--- src/adcs_pkg.sv ---
// ----------------------------------------------------------------------------
// adcs_pkg : shared types, codes and helpers
// Word format, operation and stop codes, controller/datapath interface
// structs and the decimal arithmetic helpers of the accumulator machine.
// ----------------------------------------------------------------------------
package adcs_pkg;

    // store geometry
    localparam int MEM_WORDS = 100;
    localparam int IDX_W     = $clog2(MEM_WORDS);
    localparam int PC_W      = 7;
    localparam int ADDR_W    = 7;
    localparam int WORD_W    = 11;
    localparam int FUNC_W    = 2;
    localparam int RUN_W     = 3;
    localparam int DIG_W     = 4;

    // stream word widths
    localparam int S_DATA_W = 24;
    localparam int M_DATA_W = 48;

    typedef logic signed [WORD_W-1:0] t_word;

    // decimal limits
    localparam t_word WORD_MAX = 11'sd999;
    localparam t_word WORD_MIN = -11'sd999;
    localparam t_word HALT_LOW = -11'sd100;

    // item functions
    localparam logic [FUNC_W-1:0] FN_WRITE = 2'd0;
    localparam logic [FUNC_W-1:0] FN_EXEC  = 2'd1;
    localparam logic [FUNC_W-1:0] FN_READ  = 2'd2;

    // run state / stop codes
    localparam logic [RUN_W-1:0] RS_RUN      = 3'd0;
    localparam logic [RUN_W-1:0] RS_HALT     = 3'd1;
    localparam logic [RUN_W-1:0] RS_PC_ERR   = 3'd2;
    localparam logic [RUN_W-1:0] RS_OPND_ERR = 3'd3;
    localparam logic [RUN_W-1:0] RS_BAD_OP   = 3'd4;
    localparam logic [RUN_W-1:0] RS_BAD_IO   = 3'd5;

    // hundreds digit of an instruction word
    localparam logic [DIG_W-1:0] OP_HLT = 4'd0;
    localparam logic [DIG_W-1:0] OP_ADD = 4'd1;
    localparam logic [DIG_W-1:0] OP_SUB = 4'd2;
    localparam logic [DIG_W-1:0] OP_STA = 4'd3;
    localparam logic [DIG_W-1:0] OP_LDA = 4'd5;
    localparam logic [DIG_W-1:0] OP_BRA = 4'd6;
    localparam logic [DIG_W-1:0] OP_BRZ = 4'd7;
    localparam logic [DIG_W-1:0] OP_BRP = 4'd8;
    localparam logic [DIG_W-1:0] OP_IO  = 4'd9;

    // I/O operands
    localparam logic [PC_W-1:0] IO_INP = 7'd1;
    localparam logic [PC_W-1:0] IO_OUT = 7'd2;

    typedef enum logic [1:0] {
        S_IDLE,
        S_DECODE,
        S_OPER,
        S_DONE
    } t_state;

    // controller to datapath
    typedef struct packed {
        logic issue;   // word accepted, start memory access
        logic decode;  // decode fetched word / capture read data
        logic oper;    // apply operand to accumulator
        logic finish;  // load result register
    } t_cmd;

    // datapath to controller
    typedef struct packed {
        logic need_oper;
        logic out_free;
    } t_sts;

    // clamp to the three-digit range
    function automatic t_word sat999(input t_word v);
        t_word r;
        r = v;
        if (v > WORD_MAX) r = WORD_MAX;
        if (v < WORD_MIN) r = WORD_MIN;
        return r;
    endfunction

    // add or subtract with wrap by 1999
    function automatic t_word wrap_add(input t_word a, input t_word b, input logic sub);
        logic signed [WORD_W:0] s;
        logic signed [WORD_W:0] r;
        s = sub ? ($signed({a[WORD_W-1], a}) - $signed({b[WORD_W-1], b}))
                : ($signed({a[WORD_W-1], a}) + $signed({b[WORD_W-1], b}));
        r = s;
        if (s > 12'sd999)  r = s - 12'sd1999;
        if (s < -12'sd999) r = s + 12'sd1999;
        return r[WORD_W-1:0];
    endfunction

    // hundreds digit of a non-negative word (0 for negatives)
    function automatic logic [DIG_W-1:0] hundreds(input t_word w);
        logic [DIG_W-1:0] d;
        d = '0;
        for (int k = 1; k <= 9; k++) begin
            if (w >= $signed(WORD_W'(k * 100))) d = DIG_W'(k);
        end
        return d;
    endfunction

    // digit times one hundred
    function automatic logic [WORD_W-1:0] times100(input logic [DIG_W-1:0] d);
        logic [WORD_W-1:0] r;
        r = '0;
        for (int k = 1; k <= 9; k++) begin
            if (d == DIG_W'(k)) r = WORD_W'(k * 100);
        end
        return r;
    endfunction

endpackage

--- src/adcs_ctrl.sv ---
// ----------------------------------------------------------------------------
// adcs_ctrl : sequencing controller
// Steps one word at a time through memory access, decode, operand use and
// result hand-off.
// ----------------------------------------------------------------------------
module adcs_ctrl
    import adcs_pkg::*;
(
    input  logic i_clk,
    input  logic i_rst_n,
    input  logic i_in_valid,
    output logic o_in_ready,
    input  t_sts i_sts,
    output t_cmd o_cmd
);

    t_state r_state;
    t_state n_state;

    // state register
    always_ff @(posedge i_clk) begin
        if (!i_rst_n) begin
            r_state <= S_IDLE;
        end else begin
            r_state <= n_state;
        end
    end

    // next state
    always_comb begin
        n_state = r_state;
        unique case (r_state)
            S_IDLE: begin
                if (i_in_valid) n_state = S_DECODE;
            end
            S_DECODE: begin
                n_state = i_sts.need_oper ? S_OPER : S_DONE;
            end
            S_OPER: begin
                n_state = S_DONE;
            end
            S_DONE: begin
                if (i_sts.out_free) n_state = S_IDLE;
            end
            default: n_state = S_IDLE;
        endcase
    end

    // commands
    always_comb begin
        o_in_ready = 1'b0;
        o_cmd      = '0;
        unique case (r_state)
            S_IDLE: begin
                o_in_ready = 1'b1;
                o_cmd.issue = i_in_valid;
            end
            S_DECODE: begin
                o_cmd.decode = 1'b1;
            end
            S_OPER: begin
                o_cmd.oper = 1'b1;
            end
            S_DONE: begin
                o_cmd.finish = i_sts.out_free;
            end
            default: o_in_ready = 1'b0;
        endcase
    end

endmodule

--- src/adcs_dpath.sv ---
// ----------------------------------------------------------------------------
// adcs_dpath : datapath
// Word store with one synchronous port, program counter, accumulator,
// run state, instruction decode and the result register.
// ----------------------------------------------------------------------------
module adcs_dpath
    import adcs_pkg::*;
(
    input  logic                  i_clk,
    input  logic                  i_rst_n,
    input  t_cmd                  i_cmd,
    output t_sts                  o_sts,
    input  logic [FUNC_W-1:0]     i_func,
    input  logic [ADDR_W-1:0]     i_addr,
    input  t_word                 i_data,
    output logic                  o_out_valid,
    output logic [M_DATA_W-1:0]   o_out_data,
    input  logic                  i_out_ready
);

    // store and its valid bits (unwritten words read as zero)
    t_word               r_mem [0:MEM_WORDS-1];
    logic [MEM_WORDS-1:0] r_valid;
    t_word               r_rd_word;
    logic                r_rd_ok;

    // architectural state
    logic [PC_W-1:0]  r_pc;
    t_word            r_acc;
    logic [RUN_W-1:0] r_run;
    logic [DIG_W-1:0] r_op;

    // current item
    logic [FUNC_W-1:0] r_func;
    t_word             r_data;
    logic              r_out_flag;
    t_word             r_out_value;
    logic              r_in_used;
    t_word             r_read_data;

    // result register
    logic                r_m_valid;
    logic [M_DATA_W-1:0] r_m_data;

    // memory port controls
    logic             mem_rd;
    logic             mem_wr;
    logic [IDX_W-1:0] mem_idx;
    t_word            mem_wdata;

    // decode
    t_word            rd_val;
    logic [DIG_W-1:0] digit;
    logic [WORD_W-1:0] opnd_full;
    logic [PC_W-1:0]  operand;
    logic             exec_go;
    logic [PC_W-1:0]  dec_pc;
    t_word            dec_acc;
    logic [RUN_W-1:0] dec_run;
    logic             dec_rd;
    logic             dec_wr;
    logic             dec_in;
    logic             dec_out;

    assign rd_val    = r_rd_ok ? r_rd_word : '0;
    assign digit     = hundreds(rd_val);
    assign opnd_full = rd_val - times100(digit);
    assign operand   = opnd_full[PC_W-1:0];
    assign exec_go   = (r_func == FN_EXEC) && (r_run == RS_RUN)
                       && (r_pc < PC_W'(MEM_WORDS));

    // instruction decode of the fetched word
    always_comb begin
        dec_pc  = r_pc + PC_W'(1);
        dec_acc = r_acc;
        dec_run = RS_RUN;
        dec_rd  = 1'b0;
        dec_wr  = 1'b0;
        dec_in  = 1'b0;
        dec_out = 1'b0;
        if (rd_val < 0) begin
            // small negatives truncate to a zero opcode
            dec_run = (rd_val > HALT_LOW) ? RS_HALT : RS_BAD_OP;
        end else if (digit == OP_HLT) begin
            dec_run = RS_HALT;
        end else if (digit != OP_IO && operand >= PC_W'(MEM_WORDS)) begin
            dec_run = RS_OPND_ERR;
        end else begin
            case (digit) inside
                OP_ADD, OP_SUB, OP_LDA: dec_rd = 1'b1;
                OP_STA: dec_wr = 1'b1;
                OP_BRA: dec_pc = operand;
                OP_BRZ: begin
                    if (r_acc == '0) dec_pc = operand;
                end
                OP_BRP: begin
                    if (!r_acc[WORD_W-1]) dec_pc = operand;
                end
                OP_IO: begin
                    if (operand == IO_INP) begin
                        dec_acc = sat999(r_data);
                        dec_in  = 1'b1;
                    end else if (operand == IO_OUT) begin
                        dec_out = 1'b1;
                    end else begin
                        dec_run = RS_BAD_IO;
                    end
                end
                default: dec_run = RS_BAD_OP;
            endcase
        end
    end

    // single memory port: item access on issue, operand access on decode
    always_comb begin
        mem_rd    = 1'b0;
        mem_wr    = 1'b0;
        mem_idx   = i_addr[IDX_W-1:0];
        mem_wdata = sat999(i_data);
        if (i_cmd.issue) begin
            case (i_func)
                FN_WRITE: mem_wr = (i_addr < ADDR_W'(MEM_WORDS));
                FN_READ:  mem_rd = (i_addr < ADDR_W'(MEM_WORDS));
                FN_EXEC: begin
                    mem_rd  = (r_pc < PC_W'(MEM_WORDS)) && (r_run == RS_RUN);
                    mem_idx = r_pc[IDX_W-1:0];
                end
                default: mem_rd = 1'b0;
            endcase
        end else if (i_cmd.decode && exec_go) begin
            mem_rd    = dec_rd;
            mem_wr    = dec_wr;
            mem_idx   = operand[IDX_W-1:0];
            mem_wdata = r_acc;
        end
    end

    // store array
    always_ff @(posedge i_clk) begin
        if (mem_wr) r_mem[mem_idx] <= mem_wdata;
        if (mem_rd) r_rd_word <= r_mem[mem_idx];
        r_rd_ok <= mem_rd && r_valid[mem_idx];
    end

    // valid bits
    always_ff @(posedge i_clk) begin
        if (!i_rst_n) begin
            r_valid <= '0;
        end else if (mem_wr) begin
            r_valid[mem_idx] <= 1'b1;
        end
    end

    // machine state
    always_ff @(posedge i_clk) begin
        if (!i_rst_n) begin
            r_pc  <= '0;
            r_acc <= '0;
            r_run <= RS_RUN;
        end else if (i_cmd.decode && r_func == FN_EXEC && r_run == RS_RUN) begin
            if (!exec_go) begin
                r_run <= RS_PC_ERR;
            end else begin
                r_pc  <= dec_pc;
                r_acc <= dec_acc;
                r_run <= dec_run;
            end
        end else if (i_cmd.oper) begin
            case (r_op)
                OP_ADD:  r_acc <= wrap_add(r_acc, rd_val, 1'b0);
                OP_SUB:  r_acc <= wrap_add(r_acc, rd_val, 1'b1);
                default: r_acc <= rd_val;
            endcase
        end
    end

    // per-item registers
    always_ff @(posedge i_clk) begin
        if (i_cmd.issue) begin
            r_func      <= i_func;
            r_data      <= i_data;
            r_out_flag  <= 1'b0;
            r_out_value <= '0;
            r_in_used   <= 1'b0;
            r_read_data <= '0;
        end else if (i_cmd.decode) begin
            r_op <= digit;
            if (r_func == FN_READ) r_read_data <= rd_val;
            if (exec_go) begin
                r_in_used  <= dec_in;
                r_out_flag <= dec_out;
                if (dec_out) r_out_value <= r_acc;
            end
        end
    end

    // result register, freed when the word is taken
    always_ff @(posedge i_clk) begin
        if (!i_rst_n) begin
            r_m_valid <= 1'b0;
        end else if (i_cmd.finish) begin
            r_m_valid <= 1'b1;
        end else if (i_out_ready) begin
            r_m_valid <= 1'b0;
        end
    end

    always_ff @(posedge i_clk) begin
        if (i_cmd.finish) begin
            r_m_data <= {3'b000, r_acc, r_pc, r_read_data, r_in_used,
                         r_out_value, r_out_flag, r_run};
        end
    end

    assign o_sts.need_oper = exec_go && dec_rd && (dec_run == RS_RUN);
    assign o_sts.out_free  = !r_m_valid || i_out_ready;
    assign o_out_valid     = r_m_valid;
    assign o_out_data      = r_m_data;

endmodule

--- src/accumulator_decimal_cpu_step.sv ---
// ----------------------------------------------------------------------------
// accumulator_decimal_cpu_step : decimal accumulator machine, one step a word
// Top level joining the sequencing controller and the datapath.
// ----------------------------------------------------------------------------
// Usage:
//   Each input word carries a function in s_axis_tuser: write a store word,
//   read a store word, or execute one instruction at the program counter.
//   Every input word yields exactly one output word with the run status,
//   output/input flags, read data, program counter and accumulator.
//   A word is taken in the idle state; writes, reads and most instructions
//   then go through decode and done, add/subtract/load through an operand
//   state as well, as the single store port is used for the fetch, then the operand.
//   One word is in flight at a time; the next is taken once the result has
//   been loaded into the output register, even while that result waits.
//   Reset clears the program counter, accumulator, run status and the
//   store's valid bits, so every store word reads as zero until written.
//   If the receiver stalls, the result is held and the block waits with its
//   next result until the output register frees.
// ----------------------------------------------------------------------------
module accumulator_decimal_cpu_step
    import adcs_pkg::*;
(
    input  logic                i_clk,
    input  logic                i_rst_n,
    input  logic                s_axis_tvalid,
    output logic                s_axis_tready,
    input  logic [S_DATA_W-1:0] s_axis_tdata,  // address[6:0], data[17:7]
    input  logic [FUNC_W-1:0]   s_axis_tuser,  // func[1:0]
    output logic                m_axis_tvalid,
    input  logic                m_axis_tready,
    output logic [M_DATA_W-1:0] m_axis_tdata   // status[2:0], out_valid[3],
                                               // out_value[14:4], input_used[15],
                                               // read_data[26:16], pc_now[33:27],
                                               // acc_now[44:34]
);

    t_cmd cmd;
    t_sts sts;

    adcs_ctrl u_ctrl (
        .i_clk      (i_clk),
        .i_rst_n    (i_rst_n),
        .i_in_valid (s_axis_tvalid),
        .o_in_ready (s_axis_tready),
        .i_sts      (sts),
        .o_cmd      (cmd)
    );

    adcs_dpath u_dpath (
        .i_clk       (i_clk),
        .i_rst_n     (i_rst_n),
        .i_cmd       (cmd),
        .o_sts       (sts),
        .i_func      (s_axis_tuser),
        .i_addr      (s_axis_tdata[ADDR_W-1:0]),
        .i_data      (s_axis_tdata[ADDR_W+WORD_W-1:ADDR_W]),
        .o_out_valid (m_axis_tvalid),
        .o_out_data  (m_axis_tdata),
        .i_out_ready (m_axis_tready)
    );

endmodule

--- config.mk ---
export PLATFORM = sky130hd
export DESIGN_NAME = accumulator_decimal_cpu_step
export DESIGN_NICKNAME = d
export VERILOG_FILES = /design/src/adcs_pkg.sv /design/src/adcs_ctrl.sv /design/src/adcs_dpath.sv /design/src/accumulator_decimal_cpu_step.sv
export SDC_FILE = /design/constraint.sdc
export NUM_CORES = 1
export LEC_CHECK = 0
export ABC_AREA = 1
export ABC_CLOCK_PERIOD_IN_PS = 20100
export BUFFER_PORTS_ARGS = -buffer_cell sky130_fd_sc_hd__buf_4
export CAP_MARGIN = 20
export CORE_AREA = 2 2 344 346
export CTS_BUF_LIST = sky130_fd_sc_hd__clkbuf_4
export DETAILED_ROUTE_END_ITERATION = 8
export DIE_AREA = 0 0 346 348
export PLACE_DENSITY = 0.64
export SLEW_MARGIN = 25
export SYNTH_ARGS = -nofsm -noshare
export SYNTH_HDL_FRONTEND = slang
export SYNTH_SLANG_ARGS = --single-unit
--- constraint.sdc ---
create_clock -name i_clk -period 20.1 [get_ports i_clk]
set_input_delay 3.015 -clock i_clk [delete_from_list [all_inputs] [get_ports i_clk]]
set_output_delay 3.015 -clock i_clk [all_outputs]
set_load 0.02 [all_outputs]
==> flow_results.org, run 1 <==
** Layout
- Count of nets after finishing :: around 6100
- Cells with a size suffix above 1 make up around 14% of the layout.
- After filler insertion, the fill cell instance count of the layout stands at ~10000.
- In the final layout, flip-flops and latches occupy between 0.03 and 0.04 mm².
- Relative to the synthesized area, the layout overhead comes to 11.2%.
- Footprint of the multi-input gates :: 0.0177 mm²

** Worst setup path
- For the worst setup path, the data required time is 21140 ps.
- Critical Setup Path Class :: in -> reg
- The startpoint identified for the worst register-to-register timing path is u_ctrl.r_state[0]$_SDFFE_PN0P_.
- Along the worst path, the maximum fanout reaches roughly 150.
- Crit path launch :: s_axis_tvalid
- In this design, the stage delay of the slowest critical-path cell is about 830 ps.
- Worst R2R Setup Slack :: approximately 12000 ps
- STA classifies the critical path endpoint as a flip-flop.
- Cells along the critical path :: buf_4 > nand2_1 > nor2_1 > o21ai_0 > nand2_4 > inv_8 > buf_4 > buf_12 > buf_4 > buf_4 > nand2_1 > nand2_1 > nand2_1 > a21oi_1 > o21ai_0 > nand4_1 > nand2_1 > nand2_1 > nand2_1 > nand2_1
- By instance count, the cell type seen most on the critical path is sky130_fd_sc_hd__nand2_1.
- Cell with the largest stage delay on the worst path :: sky130_fd_sc_hd__buf_4
- Crit path DAT :: 9830 ps
- The worst setup path is launched from a primary input.
- Worst R2R Path Depth :: 21

** Clock network
- The number of hold buffers added after CTS was 0.
- The number of setup buffers added after CTS is 0.
- CTS saw 1322 sinks.
- In this run, CTS created clock tree buffers numbering 354.
- Clock latency on the worst-skew pair, taken at its later pin, is 1250 ps.
- The number of gates resized after CTS was 0.
- In this run the deepest clock path goes through 4 buffers.
- The tree is rooted in a sky130_fd_sc_hd__clkbuf_4.
- In this run the number of H-tree levels came out at 5.
- CTS clock-pin slew for the worst setup and hold paths :: approximately 70 ps
- TritonCTS built the clock tree.

** Drt
- Total detailed-routing wirelength :: 159000 µm
- Dividing the detail-routed via count by the number of cells gives around 5.4.
- The count of nets left with antenna violations once routing finished came out at 0.
- Iter 0 DRT Violations :: around 4400
- After detailed routing, the average wire length per cell comes to 20.3 µm.
- The pre-antenna-repair detailed-routing pass consisted of 6 iterations.
- Via count :: between 40000 and 50000
- Number of remaining DRC errors :: 0

** Synth
- Sorting the synthesized cells by area gives the leading types as sky130_fd_sc_hd__edfxtp_1, sky130_fd_sc_hd__nand2_1, sky130_fd_sc_hd__dfxtp_1, sky130_fd_sc_hd__a21oi_1, sky130_fd_sc_hd__nor2_1.
- Flip-flop and latch count after synthesis :: ~1300
- The mapped netlist covers approximately 0.058 mm².
- Most used flip-flop cell after synthesis :: sky130_fd_sc_hd__edfxtp_1
- Yosys printed 0 warnings.
- Gate Count Post-Synth :: around 6000
- Fraction of synthesis flops using an asynchronous set or reset pin :: 0%
- Mean cell area of the mapped netlist :: between 9 and 10 µm²
- Number of synthesized flops with an enable pin :: approximately 1200
- Of the synthesized area, sequential elements account for 65.9%.
- The synthesized design spends more area on one cell type than any other, namely sky130_fd_sc_hd__edfxtp_1.
- Most used standard cells in the synthesized netlist :: sky130_fd_sc_hd__nand2_1, sky130_fd_sc_hd__edfxtp_1, sky130_fd_sc_hd__nor2_1
- Unique masters post-synth :: 63
- Top-count cell post-synth :: sky130_fd_sc_hd__nand2_1
- Fraction of post-synthesis cell area in the top cell type by area :: roughly three fifths

** Timing
- Number of max-slew violations in the final report :: 0
- Final-layout worst hold slack :: 395 ps
- Clock skew on the completed layout was measured at between 90 and 100 ps.
- Summed negative setup slack over all endpoints :: 0 ps
- The smallest clock period supported by the final layout is computed as roughly 8800 ps.
- Setup violations remaining at the end of the flow were counted as 0.
- Setup repair after global routing left no endpoint under its margin.
- Count of endpoints failing hold in the final timing report :: 0
- Post-route clock period utilization :: approximately 44%
- Rel. slew slack :: between 20% and 30%
- For this run, the top clock speed supported by timing is ~110 MHz.
- Slew of the pin with the lowest slew margin :: around 1200 ps

** Die
- Io pins :: 80
- Die Width :: about 350 µm
- The die covers about 0.12 mm².
- Once the floorplan was initialized, standard cells occupied between 40% and 50% of the core.
- Row generation in the floorplan step produced approximately 130 rows.
- Measured along the y axis, the die boundary spans 348 µm.
- Core area :: around 0.12 mm²

** Global route
- Maximum number of pins on one net before global-route repair :: between 150 and 200
- The first global-routing pass estimated between 200000 and 250000 µm of wire.
- Number of antenna violations at the first check in global routing :: 2
- GRT Resource Usage Total :: between 20% and 30%
- The total overflow left after global routing is 0.
- The number of global-route vias before repair was 40500.

** Placed design
- Port bufs :: 70
- Detailed placement finished with a half-perimeter wire length of a little over 90000 µm.
- The congestion estimate from routability-driven global placement came to between 0.9 and 1.

** Power
- Worst IR drop on VDD :: 0.0000851 V
- Power spread over the standard cell area amounts to between 100 and 150 mW/mm².
- Leakage power figure :: 25.7 nW

** Flow run
- Max-cap violations :: 0

** Hold path
- Hold Path Depth :: 0
- Launch point of the worst hold path :: u_dpath.r_read_data[9]$_SDFFE_PP0P_
- The worst hold path belongs to the class reg -> reg.

** Run status
- The run finished with clean final reports.
[worst max-delay path, delay by kind of cell]
family                 cells  cell delay [ps]
AND/OR/NAND/NOR           11             2220
AO/OA/AOI/OAI              3              580
buffers and inverters      6             3750
[stage by stage]
step	setup slack, ps	area [µm²]	power (mW)	utilization [%]	cells
after global routing	10880	64400	8.98	55.1	7839
final	11300	64400	8.48	55.1	7840
after floorplan	10670	58000	5.19	-	5835
after CTS	11390	64400	8.48	55.1	7837
after global placement	10140	59800	6.08	51.1	7211
after detailed placement	10070	59900	6.11	51.2	7214
[logic make-up (layout without fill, tap and decap cells)]
family                     Yosys count  in the layout  synth area share [%]
and+or+nand+nor                   3169           3169                  22.1
DFF                               1322           1322                  65.9
other                                1              6               0.00647
xor gates and xnor gates            31             31                 0.468
adders and majority gates           38             38                 0.859
AOI/OAI and AO/OA                  736            736                  6.80
buffers and inverters              536           1002                  3.86
[final timing paths]
path,endpoint
setup / recovery,u_dpath.r_rd_word[7]$_DFFE_PP_
hold / removal,u_dpath.o_out_data[25]$_DFFE_PP_
setup reg to reg,u_dpath.r_rd_word[7]$_DFFE_PP_
hold reg to reg,u_dpath.o_out_data[25]$_DFFE_PP_
[cell usage in the layout (no fill, tap or decap), drive strengths merged, types with 4 or more instances in the layout]
cell / n
nor2: 485
o211ai: 12
a21oi: 365
o21a: 4
xor2: 25
ha: 35
xnor2: 6
inv: 246
a22oi: 22
nand3: 135
o31ai: 5
bufinv: 4
clkinv: 73
o21ai: 290
clkbuf: 548
nor4: 8
nand2: 2464
nor3: 18
o32ai: 11
nand4: 49
buf: 130
a31oi: 8
edfxtp: 1173
dfxtp: 149
[registers in the layout, summed over array words and instances, names as in the netlist, 2 cells and up]
name / flops
u_dpath.r_mem: 1100
u_ctrl.r_state: 2
u_dpath.r_out_value: 11
u_dpath.r_read_data: 11
u_dpath.o_out_data: 45
u_dpath.r_pc: 7
u_dpath.r_op: 4
u_dpath.r_func: 2
u_dpath.r_acc: 11
u_dpath.r_valid: 100
u_dpath.r_rd_word: 11
u_dpath.r_run: 3
u_dpath.r_data: 11
[layer usage]
metal,GRT usage (%),share of wire [%],wire [µm],vias to the layer above
met2,40.6,46,72900,1831
li1,-,-,-,20100
met4,9.23,2.6,4190,0
met3,5.69,8.7,13900,250
met1,36.8,43,68400,20400
met5,0,0,0,-
[report_power, final]
part | leakage (nW) | switching (mW) | internal, mW
clock network | 2.72 | 1.09 | 1.29
logic | 11.2 | 2.17 | 0.741
registers | 11.8 | 0.0556 | 3.14
[layout make-up]
cell class	instances	area share, %
Sequential cell	1322	59.3
Multi-Input combinational cell	3977	27.5
Clock buffer	548	6.39
Tap cell	1536	2.98
Timing Repair Buffer	130	1.69
Inverter	249	1.49
Clock inverter	75	0.623
Antenna cell	3	0.0117
No activity file was read; power rests on OpenSTA's default activity.
==> inputs of run 2 (changes only) <==
--- a/config.mk
+++ b/config.mk
@@ -6,7 +6,7 @@
 export NUM_CORES = 1
 export LEC_CHECK = 0
 export ABC_AREA = 1
-export ABC_CLOCK_PERIOD_IN_PS = 20100
+export ABC_CLOCK_PERIOD_IN_PS = 9060
 export BUFFER_PORTS_ARGS = -buffer_cell sky130_fd_sc_hd__buf_4
 export CAP_MARGIN = 20
 export CORE_AREA = 2 2 344 346
==> constraint.sdc (replaced) <==
create_clock -name i_clk -period 9.06 [get_ports i_clk]
set_input_delay 1.359 -clock i_clk [delete_from_list [all_inputs] [get_ports i_clk]]
set_output_delay 1.359 -clock i_clk [all_outputs]
set_load 0.02 [all_outputs]
==> flow_results.org, run 2 (same netlist as run 1, synthesis figures left out) <==
** Run status
- Status :: finished, final reports clean

** Die
- The area of the die came to 0.120 mm² (unchanged).
- The placeable core area was 0.117 mm² (unchanged).
- Io pins :: 80 (unchanged)
- Starting Density :: 49.5% (unchanged)
- Die Width :: 346 µm (unchanged)
- Core Rows :: 126 (unchanged)
- DIE HEIGHT :: 348 µm (unchanged)

** Layout
- The number of non-filler instances in the completed layout came to 7837 (-0.038%).
- The layout cell share with drive strength beyond 1 is 14.1% (+0.18 points).
- Top library cells by usage in the layout, fill and taps aside :: sky130_fd_sc_hd__nand2_1, sky130_fd_sc_hd__edfxtp_1, sky130_fd_sc_hd__clkbuf_4
- Count of fill cells added during filler insertion :: 10300 (+0.41%)
- Count of nets after finishing :: 6116 (+0.23%)
- More flip-flops sit in one register than any other, and that register is u_dpath.r_mem.
- Sequential cell area :: 0.0382 mm² (unchanged)
- Footprint of the multi-input gates :: 0.0177 mm² (about the same)
- Leaving out fill and tap cells, the most frequent cell in the layout is sky130_fd_sc_hd__nand2_1.
- Max FFs per register :: 1100 (unchanged)
- End-of-flow core utilization :: 55.1% (about the same)
- The area growth from synthesis to layout came to 11.2% (about the same).

** Worst setup path
- The worst setup path is captured at a flip-flop.
- Crit path launch :: u_dpath.r_rd_ok$_DFF_P_
- The slack of the worst reg-to-reg path was 1910 ps (-10530 ps).
- The required time of the worst setup path is 9850 ps (-11290 ps).
- The worst setup path is launched from a flip-flop.
- The critical path ends at u_dpath.r_mem[16][9]$_DFFE_PP_.
- The number of cell instances on the worst register-to-register path came to 19 (-9.5%).
- Cells along the critical path :: nand2_1 > inv_2 > nand2_1 > a21oi_1 > o211ai_2 > nand2_1 > nand2_2 > a21oi_1 > inv_1 > ha_1 > fa_1 > xnor2_1 > nand2_1 > a32oi_2 > buf_4 > inv_1 > nor2_2 > nand3_1 > nor2_2
- By startpoint and endpoint, the worst setup path is classified as reg -> reg.
- Maximum cell stage delay along the critical path :: 920 ps (+90 ps)
- Top fanout value on the critical path :: 15 (-90%)
- The data arrival time of the critical path came to 7930 ps (-1900 ps).
- The slowest stage of the critical path belongs to the cell sky130_fd_sc_hd__dfxtp_1.
- In this run the critical register-to-register path is captured at u_dpath.r_mem[16][9]$_DFFE_PP_.
- The worst register-to-register path begins at u_dpath.r_rd_ok$_DFF_P_.
- Cell repeated most along the worst path :: sky130_fd_sc_hd__nand2_1

** Power
- Worst IR drop on VDD :: 0.000218 V (+160%)
- Leakage power figure :: 25.7 nW (+0.23%)
- Total power consumption of the routed design :: 18.8 mW (+120%)
- The ratio of total power to cell area is 291 mW/mm² (+120%).

** Placed design
- The worst slack at placement came to 2060 ps (-8010 ps).
- The cell count after placement came to 7231 (+0.24%).
- The count of port buffers added during placement is 70 (unchanged).
- Total half-perimeter wirelength after legalization and detailed placement :: 92000 µm (+1.3%)
- Last weighted congestion value of the routability-driven placer :: 0.910 (-1.6%)

** Timing
- Dividing the final minimum period by the clock period gives around four fifths.
- Number of max-slew violations in the final report :: 0 (unchanged)
- The final critical-path setup slack is 1910 ps (-9390 ps).
- Setup repair after global routing missed its margin :: false
- Final clock skew :: 90.1 ps (-2.62 ps)
- Post-route minimum period :: ~7100 ps
- Rel. slew slack :: 27.6% (+5.2 points)
- The slew at the pin closest to its max-slew limit was 1090 ps (-78.1 ps).
- The number of failing hold endpoints at the final stage was 0 (unchanged).
- Timing would allow up to around 140 MHz.
- The number of setup violations in the final report is 0 (unchanged).
- Summed negative setup slack over all endpoints :: 0 ps (unchanged)

** Clock network
- TritonCTS built the clock tree.
- The root buffer cell chosen for the clock tree is sky130_fd_sc_hd__clkbuf_4.
- Clock latency at the later pin of the worst-skew pair :: 1230 ps (-20 ps)
- Setup repair bufs after CTS :: 0 (unchanged)
- The number of sinks driven by the clock tree is 1322 (unchanged).
- The count of instances resized after the clock tree is built was 0 (unchanged).
- Cts hold-fix bufs :: 0 (unchanged)
- Max Buffers Root-to-Sink :: 4 (unchanged)
- The number of CTS-inserted buffers came to 351 (-0.85%).
- The number of H-tree branching levels came to 5 (unchanged).
- The clock transition at the registers of the reported paths is 70 ps (about the same).

** Drt
- The via density per instance came to 5.46 (+0.30%).
- The remaining routing DRC violations came to 0 (unchanged).
- Antenna-violating nets left :: 0 (unchanged)
- Via count :: 42800 (+0.26%)
- The number of violations reported at the end of detailed-routing iteration 0 is 3933 (-9.7%).
- The average wire length per cell after detail routing is 20.4 µm (+0.47%).
- DR pass1 iterations :: 5 (-1)
- Total detailed-routing wirelength :: 160000 µm (+0.43%)

** Global route
- The largest net degree at the start of global routing is 185 (-2.1%).
- GRT Resource Usage Total :: 26.3% (about the same)
- Met3 GRT Util :: 4.90% (-0.79 points)
- The total global routing overflow is 0 (unchanged).
- The number of global-route vias before repair was 40600 (+0.36%).
- The met2 usage is 40.9% (+0.32 points).
- The met1 usage is 37.1% (+0.26 points).
- The number of antenna violations at the first check in global routing is 2 (unchanged).
- In this run the most used layer during global routing was met2.
- Wire length of the first global-routing pass :: 241000 µm (+0.13%)

** Hold path
- The worst hold path belongs to the class in -> reg.
- Hold Path Depth :: 1 (+1)

** Flow run
- The number of max-cap violations was 0 (unchanged).
## run 2: changes by cell type in the layout (fill, tap and decap cells not counted), moves of 2 or more
cell                       change
sky130_fd_sc_hd__clkinv_1     -19
sky130_fd_sc_hd__inv_2         +4
sky130_fd_sc_hd__buf_16        -2
sky130_fd_sc_hd__nor2_1        +6
sky130_fd_sc_hd__clkinv_2      -4
sky130_fd_sc_hd__nor2_2        -6
sky130_fd_sc_hd__buf_12        +3
sky130_fd_sc_hd__diode_2       -2
sky130_fd_sc_hd__buf_4        +15
## run 2: power by group
part | internal [mW] | switching (mW) | total (mW)
logic | 1.67 | 4.83 | 6.51
clock network | 2.81 | 2.35 | 5.16
registers | 6.97 | 0.130 | 7.09
total | 11.5 | 7.31 | 18.8
## run 2: worst max-delay path, delay by kind of cell (launching register included)
family                   cells  cell delay, ps
adder cells (fa/ha/maj)      2             600
AND/OR/NAND/NOR              8            3000
flip-flops                   1             920
buffers and inverters        4             930
AO/OA/AOI/OAI                4             720
XOR/XNOR                     1             550
## run 2: per-layer routing
| layer | up-vias | part of all wire, % | routed length, µm |
|---|---|---|---|
| met1 | 20600 | 43 | 69000 |
| met2 | 1810 | 46 | 73800 |
| met3 | 247 | 8.2 | 13200 |
| met5 | - | 0 | 0 |
| li1 | 20100 | - | - |
| met4 | 0 | 2.5 | 4070 |
## run 2: through the flow
step | instance area [µm²] | hold slack (ps)
after CTS | 64400 | 188
final | 64400 | 329
after global placement | 60000 | 408
after global routing | 64400 | 231
after detailed placement | 60000 | 415
after floorplan | 58000 | 403
## run 2: area by class of cell
cell class	instances	area share [%]
Timing Repair Buffer	147	1.89
Tap cell	1536	2.98
Antenna cell	1	0.00388
Multi-Input combinational cell	3977	27.5
Inverter	249	1.49
Clock inverter	56	0.460
Clock buffer	549	6.40
Sequential cell	1322	59.3
## run 2: worst min-delay path by stage
| stage | from | end |
|---|---|---|
| 6_report | s_axis_tdata[16] | u_dpath.r_data[9]$_DFFE_PP_ |
| 5_1_grt | s_axis_tdata[16] | u_dpath.r_data[9]$_DFFE_PP_ |
| 4_1_cts | s_axis_tdata[16] | u_dpath.r_data[9]$_DFFE_PP_ |
| 3_5_place_dp | u_dpath.r_out_value[4]$_SDFFE_PP0P_ | u_dpath.o_out_data[8]$_DFFE_PP_ |
| 3_3_place_gp | u_dpath.r_out_value[6]$_SDFFE_PP0P_ | u_dpath.o_out_data[10]$_DFFE_PP_ |
| 2_1_floorplan | u_dpath.r_out_value[6]$_SDFFE_PP0P_ | u_dpath.o_out_data[10]$_DFFE_PP_ |
